## config.mk

```make
export PLATFORM = sky130hd
export DESIGN_NAME = bpa_ctrl
export DESIGN_NICKNAME = d
export VERILOG_FILES = /design/src/rtl/core/bpa_pkg.sv /design/src/rtl/core/bpa_ctrl.sv
export VERILOG_INCLUDE_DIRS = /design/src /design/src/rtl/core
export SDC_FILE = /design/constraint.sdc
export NUM_CORES = 1
export LEC_CHECK = 0
export BUFFER_PORTS_ARGS = -buffer_cell sky130_fd_sc_hd__buf_4
export CAP_MARGIN = 20
export CORE_MARGIN = 1
export CORE_UTILIZATION = 25
export CTS_CLUSTER_DIAMETER = 120
export DETAILED_ROUTE_END_ITERATION = 16
export GPL_ROUTABILITY_DRIVEN = 0
export HOLD_SLACK_MARGIN = 0.02
export SLEW_MARGIN = 30
export SYNTH_ARGS = -nofsm -noshare
export SYNTH_HDL_FRONTEND = slang
export SYNTH_SLANG_ARGS = --single-unit
```

## constraint.sdc

```tcl
create_clock -name clk_i -period 1.3 [get_ports clk_i]
set_input_delay 0.39 -clock clk_i [delete_from_list [all_inputs] [get_ports clk_i]]
set_output_delay 0.39 -clock clk_i [all_outputs]
set_load 0.02 [all_outputs]
```

## src/rtl/core/assert_macros.svh

```systemverilog
// Assertion helpers shared by the allocator core.
// BPA_ASSERT:      a property checked at every rising clock edge out of reset.
// BPA_ASSERT_NEXT: a condition that must hold one cycle after a trigger.
`ifndef ASSERT_MACROS_SVH
`define ASSERT_MACROS_SVH

`ifndef SYNTH

`define BPA_ASSERT(lbl, clk, rstn, prop, msg) \
  lbl: assert property (@(posedge clk) disable iff (!rstn) (prop)) else $error(msg);

`define BPA_ASSERT_NEXT(lbl, clk, rstn, trig, cons, msg) \
  lbl: assert property (@(posedge clk) disable iff (!rstn) (trig) |=> (cons)) else $error(msg);

`else

`define BPA_ASSERT(lbl, clk, rstn, prop, msg)

`define BPA_ASSERT_NEXT(lbl, clk, rstn, trig, cons, msg)

`endif

`endif

```

## src/rtl/core/bpa_pkg.sv

```systemverilog
`default_nettype none

package bpa_pkg;

  // default pool size in pages
  localparam int POOL_PAGES_DEF = 1024;

  // field widths
  localparam int ACT_W    = 2;
  localparam int REQ_W    = 11;
  localparam int PAGE_W   = 10;
  localparam int STS_W    = 2;
  localparam int BOFF_W   = 10;
  localparam int BPAGES_W = 11;
  localparam int LFREE_W  = 11;

  // input beat layout
  localparam int IN_ACT_LSB  = 0;
  localparam int IN_REQ_LSB  = IN_ACT_LSB + ACT_W;
  localparam int IN_PAGE_LSB = IN_REQ_LSB + REQ_W;
  localparam int IN_TDATA_W  = 24;

  // output beat layout
  localparam int OUT_STS_LSB    = 0;
  localparam int OUT_BOFF_LSB   = OUT_STS_LSB + STS_W;
  localparam int OUT_BPAGES_LSB = OUT_BOFF_LSB + BOFF_W;
  localparam int OUT_LFREE_LSB  = OUT_BPAGES_LSB + BPAGES_W;
  localparam int OUT_TDATA_W    = 40;

  typedef enum logic [ACT_W-1:0] {
    ACT_ALLOC = 2'd0,
    ACT_FREE  = 2'd1,
    ACT_QUERY = 2'd2
  } action_e;

  typedef enum logic [STS_W-1:0] {
    STS_OK       = 2'd0,
    STS_NO_FIT   = 2'd1,
    STS_BAD_FREE = 2'd2
  } status_e;

  typedef enum logic [2:0] {
    ST_INIT,
    ST_IDLE,
    ST_DECODE,
    ST_DOWN,
    ST_CLIMB,
    ST_UP,
    ST_RESULT
  } ctl_state_e;

  typedef enum logic [2:0] {
    OP_NOP,
    OP_INIT,
    OP_LOAD,
    OP_START,
    OP_DOWN,
    OP_CLIMB,
    OP_UP
  } dp_op_e;

  // controller -> datapath
  typedef struct packed {
    dp_op_e op;
    logic   res_load;
  } dp_cmd_t;

  // datapath -> controller
  typedef struct packed {
    logic init_done;
    logic go_down;
    logic go_climb;
    logic step_up;
    logic step_done;
  } dp_sts_t;

endpackage

`default_nettype wire

```

## src/rtl/core/bpa_ctrl.sv

```systemverilog
`default_nettype none
`include "assert_macros.svh"

// Sequencer: init sweep, request decode, tree walk, result handoff.
module bpa_ctrl (
  input  wire logic              clk_i,
  input  wire logic              rst_ni,
  input  wire logic              s_valid_i,
  output logic                   s_ready_o,
  output logic                   m_valid_o,
  input  wire logic              m_ready_i,
  input  wire bpa_pkg::dp_sts_t  sts_i,
  output bpa_pkg::dp_cmd_t       cmd_o
);

  import bpa_pkg::*;

  ctl_state_e state_q, state_d;
  logic       out_valid_q, out_valid_d;
  logic       accept;

  assign s_ready_o = (state_q == ST_IDLE);
  assign accept    = s_valid_i && s_ready_o;
  assign m_valid_o = out_valid_q;

  // next state
  always_comb begin
    state_d = state_q;
    case (state_q)
      ST_INIT: begin
        if (sts_i.init_done) state_d = ST_IDLE;
      end
      ST_IDLE: begin
        if (s_valid_i) state_d = ST_DECODE;
      end
      ST_DECODE: begin
        if (sts_i.go_down) state_d = ST_DOWN;
        else if (sts_i.go_climb) state_d = ST_CLIMB;
        else state_d = ST_RESULT;
      end
      ST_DOWN, ST_CLIMB: begin
        if (sts_i.step_done) state_d = ST_RESULT;
        else if (sts_i.step_up) state_d = ST_UP;
      end
      ST_UP: begin
        if (sts_i.step_done) state_d = ST_RESULT;
      end
      ST_RESULT: begin
        if (!out_valid_q || m_ready_i) state_d = ST_IDLE;
      end
      default: state_d = ST_INIT;
    endcase
  end

  // datapath commands
  always_comb begin
    cmd_o          = '0;
    cmd_o.op       = OP_NOP;
    cmd_o.res_load = 1'b0;
    case (state_q)
      ST_INIT:   cmd_o.op = OP_INIT;
      ST_IDLE:   cmd_o.op = s_valid_i ? OP_LOAD : OP_NOP;
      ST_DECODE: cmd_o.op = OP_START;
      ST_DOWN:   cmd_o.op = OP_DOWN;
      ST_CLIMB:  cmd_o.op = OP_CLIMB;
      ST_UP:     cmd_o.op = OP_UP;
      ST_RESULT: cmd_o.res_load = !out_valid_q || m_ready_i;
      default:   cmd_o.op = OP_NOP;
    endcase
  end

  // output beat valid
  always_comb begin
    out_valid_d = out_valid_q;
    if (cmd_o.res_load) out_valid_d = 1'b1;
    else if (m_ready_i) out_valid_d = 1'b0;
  end

  always_ff @(posedge clk_i or negedge rst_ni) begin
    if (!rst_ni) begin
      state_q     <= ST_INIT;
      out_valid_q <= 1'b0;
    end else begin
      state_q     <= state_d;
      out_valid_q <= out_valid_d;
    end
  end

  `BPA_ASSERT(a_load_free, clk_i, rst_ni, !cmd_o.res_load || !out_valid_q || m_ready_i, "result overwrote pending beat")
  `BPA_ASSERT_NEXT(a_accept_decode, clk_i, rst_ni, accept, state_q == ST_DECODE, "accepted beat not decoded")
  `BPA_ASSERT(a_valid_src, clk_i, rst_ni, !$rose(out_valid_q) || $past(state_q == ST_RESULT), "output valid without result")

endmodule

`default_nettype wire

```

==> results.py <==
metrics = {
    "run_status": {
        "status": "complete, but fails checks",
        "failed_checks": "setup timing",
    },
    "final_layout": {
        "drive_above_1_share": 0.583,
        "num_antenna_cells": 0,
        "layout.nets": 95,
        "fin_area_um2": 713,
        "syn2layout_area_growth_pct": 90.0,
    },
    "clock_tree": {
        "cts_max_path_buffers": 2,
        "clk_latency_ns": 0.24,
        "htreeDepth": 1,
        "cts_root_buf": "clkbuf_4",
        "clk_transition_reported_paths_ns": 0.04,
        "numCtsBuffers": 3,
        "cts.sinks": 4,
        "tritoncts": "done",
    },
    "die": {
        "start_util": 0.278,
        "rows": 13,
        "io_pins": 15,
        "design.die.area_um2": 1660,
        "die_h_um": 40.8,
        "die_x_um": 40.8,
        "core_um2": 1350,
    },
    "worst_setup_path": {
        "crit_required_ns": 0.91,
        "cp.arrival_ns": 1.13,
        "reg2reg_setup_slack_ns": -0.15,
        "path_class": "reg -> out",
        "cp_max_fo": 6,
        "r2r_start": "state_q[0]",
        "reg2reg_depth": 7,
        "reg2reg_to": "state_q[0]",
        "worstSetupStartpointType": "flop",
        "end_kind": "primary output",
    },
    "min_path": {
        "min_path_cells": 3,
        "min_to": "state_q[1]",
        "hp-class": "in -> reg",
        "hp-start": "sts_i[1]",
    },
    "power": {
        "ir_drop_uv": 1340,
        "powerDensity_nw_per_um2": 2690,
        "p_total_mw": 1.92,
        "p_leak_nw": 0.328,
    },
    "timing": {
        "rsz0062_at_grt": "yes",
        "finalHoldViolCount": 0,
        "setup_violations": 7,
        "fin_ws_ns": -0.217,
        "max_freq_mhz": 659,
        "period_share": 1.17,
        "maxSlewViolCount": 0,
        "max_slew_margin": 0.850,
        "worst_pin_slew_ns": 0.223,
        "fin_crit_ns": 1.52,
        "fin_hold_ws_ns": 0.481,
        "finalClockSkew_ns": 0.00574,
    },
    "grt": {
        "grt_use_met1": 0.174,
        "grt_max_degree": 8,
        "use_met2": 0.325,
        "antenna_found_initial": 0,
        "grt_usage": 0.173,
        "grt-ovfl-total": 0,
        "grt_pass1_wl_um": 1840,
        "first_global_vias": 464,
        "busiest_layer": "met2",
        "use_met3": 0.0652,
    },
    "yosys": {
        "syn-instance-count": 51,
        "synth_cell_types": 21,
        "synth-seq-cells": 4,
        "netlist_area_um2": 375,
        "seq_area_frac_synth": 0.267,
        "synth_fp_nets": 60,
        "synth_area_per_cell_um2": 7.36,
        "yosysWarnings": 0,
    },
    "route": {
        "drt_pre_antenna_iters": 4,
        "dr.first_iter.drc_count": 4,
        "vias": 490,
        "routed_wl_um": 1190,
        "via_per_inst": 4.95,
        "wl_per_cell_um": 12.0,
        "ant_nets": 0,
        "drcViolationCount": 0,
    },
    "flow_run": {
        "drv_cap": 0,
    },
    "placed_design": {
        "io_buffer_count": 14,
        "placed_cell_area_um2": 569,
        "place_hpwl_um": 691,
    },
}
-- report_power, final --
part / leakage [nW] / internal (mW) / switching [mW] / total (mW)
combinational: 0.268 / 0.806 / 0.663 / 1.47
sequential: 0.0461 / 0.197 / 0.0959 / 0.293
clock: 0.0138 / 0.103 / 0.0513 / 0.155
-- kinds of logic (layout without fill, tap and decap cells) --
| group | Yosys count | after routing | share of synthesized area |
|---|---|---|---|
| simple gates | 22 | 22 | 0.317 |
| compound gates | 19 | 19 | 0.330 |
| buf+inv | 6 | 39 | 0.0866 |
| flops | 4 | 4 | 0.267 |
-- cell usage in the layout, fill, tap and decap left out --
master	instances
a211o_1	2
a21oi_1	1
a21oi_2	2
buf_2	1
buf_4	26
buf_6	7
clkbuf_4	3
dfrtp_1	1
dfrtp_2	3
dlygate4sd3_1	1
inv_2	1
nand2_1	4
nand2_2	1
nand2b_1	6
nand2b_4	1
nand3b_1	2
nor2_1	2
nor2_2	1
nor2b_1	2
nor3_1	2
nor3b_2	1
o2111ai_1	1
o211ai_1	1
o21ai_0	6
o21ai_2	2
o21bai_1	1
o221ai_1	1
o2bb2ai_1	1
o311a_1	1
-- stage by stage --
stage / setup WS (ns) / TNS, ns / std cells / utilization
floorplan: 0.00400 / 0 / 51 / -
global placement: -0.0770 / -0.399 / 86 / 0.422
detailed placement: -0.0786 / -0.414 / 86 / 0.422
CTS: -0.213 / -1.23 / 99 / 0.521
global route: -0.261 / -1.59 / 99 / 0.528
finish: -0.217 / -1.23 / 99 / 0.528
-- cell type report --
class                           count  area, um2
Inverter                            1       3.75
Timing Repair Buffer               35        289
Sequential cell                     4        104
Multi-Input combinational cell     41        275
Fill cell                         136        637
Clock buffer                        3       22.5
Tap cell                           15       18.8
-- what timing repair did --
action | in CTS | in global routing
endpoints found under the setup margin | 7 | 7
buffers inserted | 8 | 0
hold buffers | 1 | 0
resized for setup | 11 | 4
gates cloned | 1 | 0
pin swaps | 4 | 0
endpoints found under the hold margin | 4 | 0
-- sequential cells by signal (all words and copies together), names as in the netlist --
name / flops
state_q: 3
m_valid_o: 1
-- worst max-delay path, stage by stage (launching register included) --
cell and delay [ns]:
dfrtp_2 0.45, buf_4 0.17, a21oi_2 0.13, buf_4 0.15
-- synth_stat cells --
cell type  number  area, um2
nor3_1          2       10.0
buf_2           2       10.0
inv_1           1       3.75
a211o_1         2       17.5
buf_4           2       15.0
a21oi_1         3       15.0
nand2_1         5       18.8
dfrtp_1         4        100
o2111ai_1       1       8.76
nand2b_1        7       43.8
o311a_1         1       10.0
nand3b_1        2       15.0
nor2_1          3       11.3
o211ai_1        1       7.51
nor2b_1         2       12.5
clkbuf_1        1       3.75
o21ai_0         8       40.0
nor3b_1         1       7.51
o221ai_1        1       8.76
o21bai_1        1       7.51
o2bb2ai_1       1       8.76
-- worst max-delay path by stage --
stage	startpoint	to	slack, ns	cells after the start
6_report	state_q[1]	cmd_o[1]	-0.22	3
5_1_grt	state_q[0]	cmd_o[2]	-0.26	3
4_1_cts	state_q[0]	cmd_o[0]	-0.21	3
3_5_place_dp	state_q[2]	cmd_o[3]	-0.08	3
3_3_place_gp	state_q[2]	s_ready_o	-0.08	3
2_1_floorplan	state_q[0]	cmd_o[0]	0.004	4
-- metal layers --
metal	share of wire	wire length, um
met1	0.40	476
met2	0.54	647
met3	0.049	58
met4	0.0051	6
met5	0	0
Power figures use the tool's default switching activity.
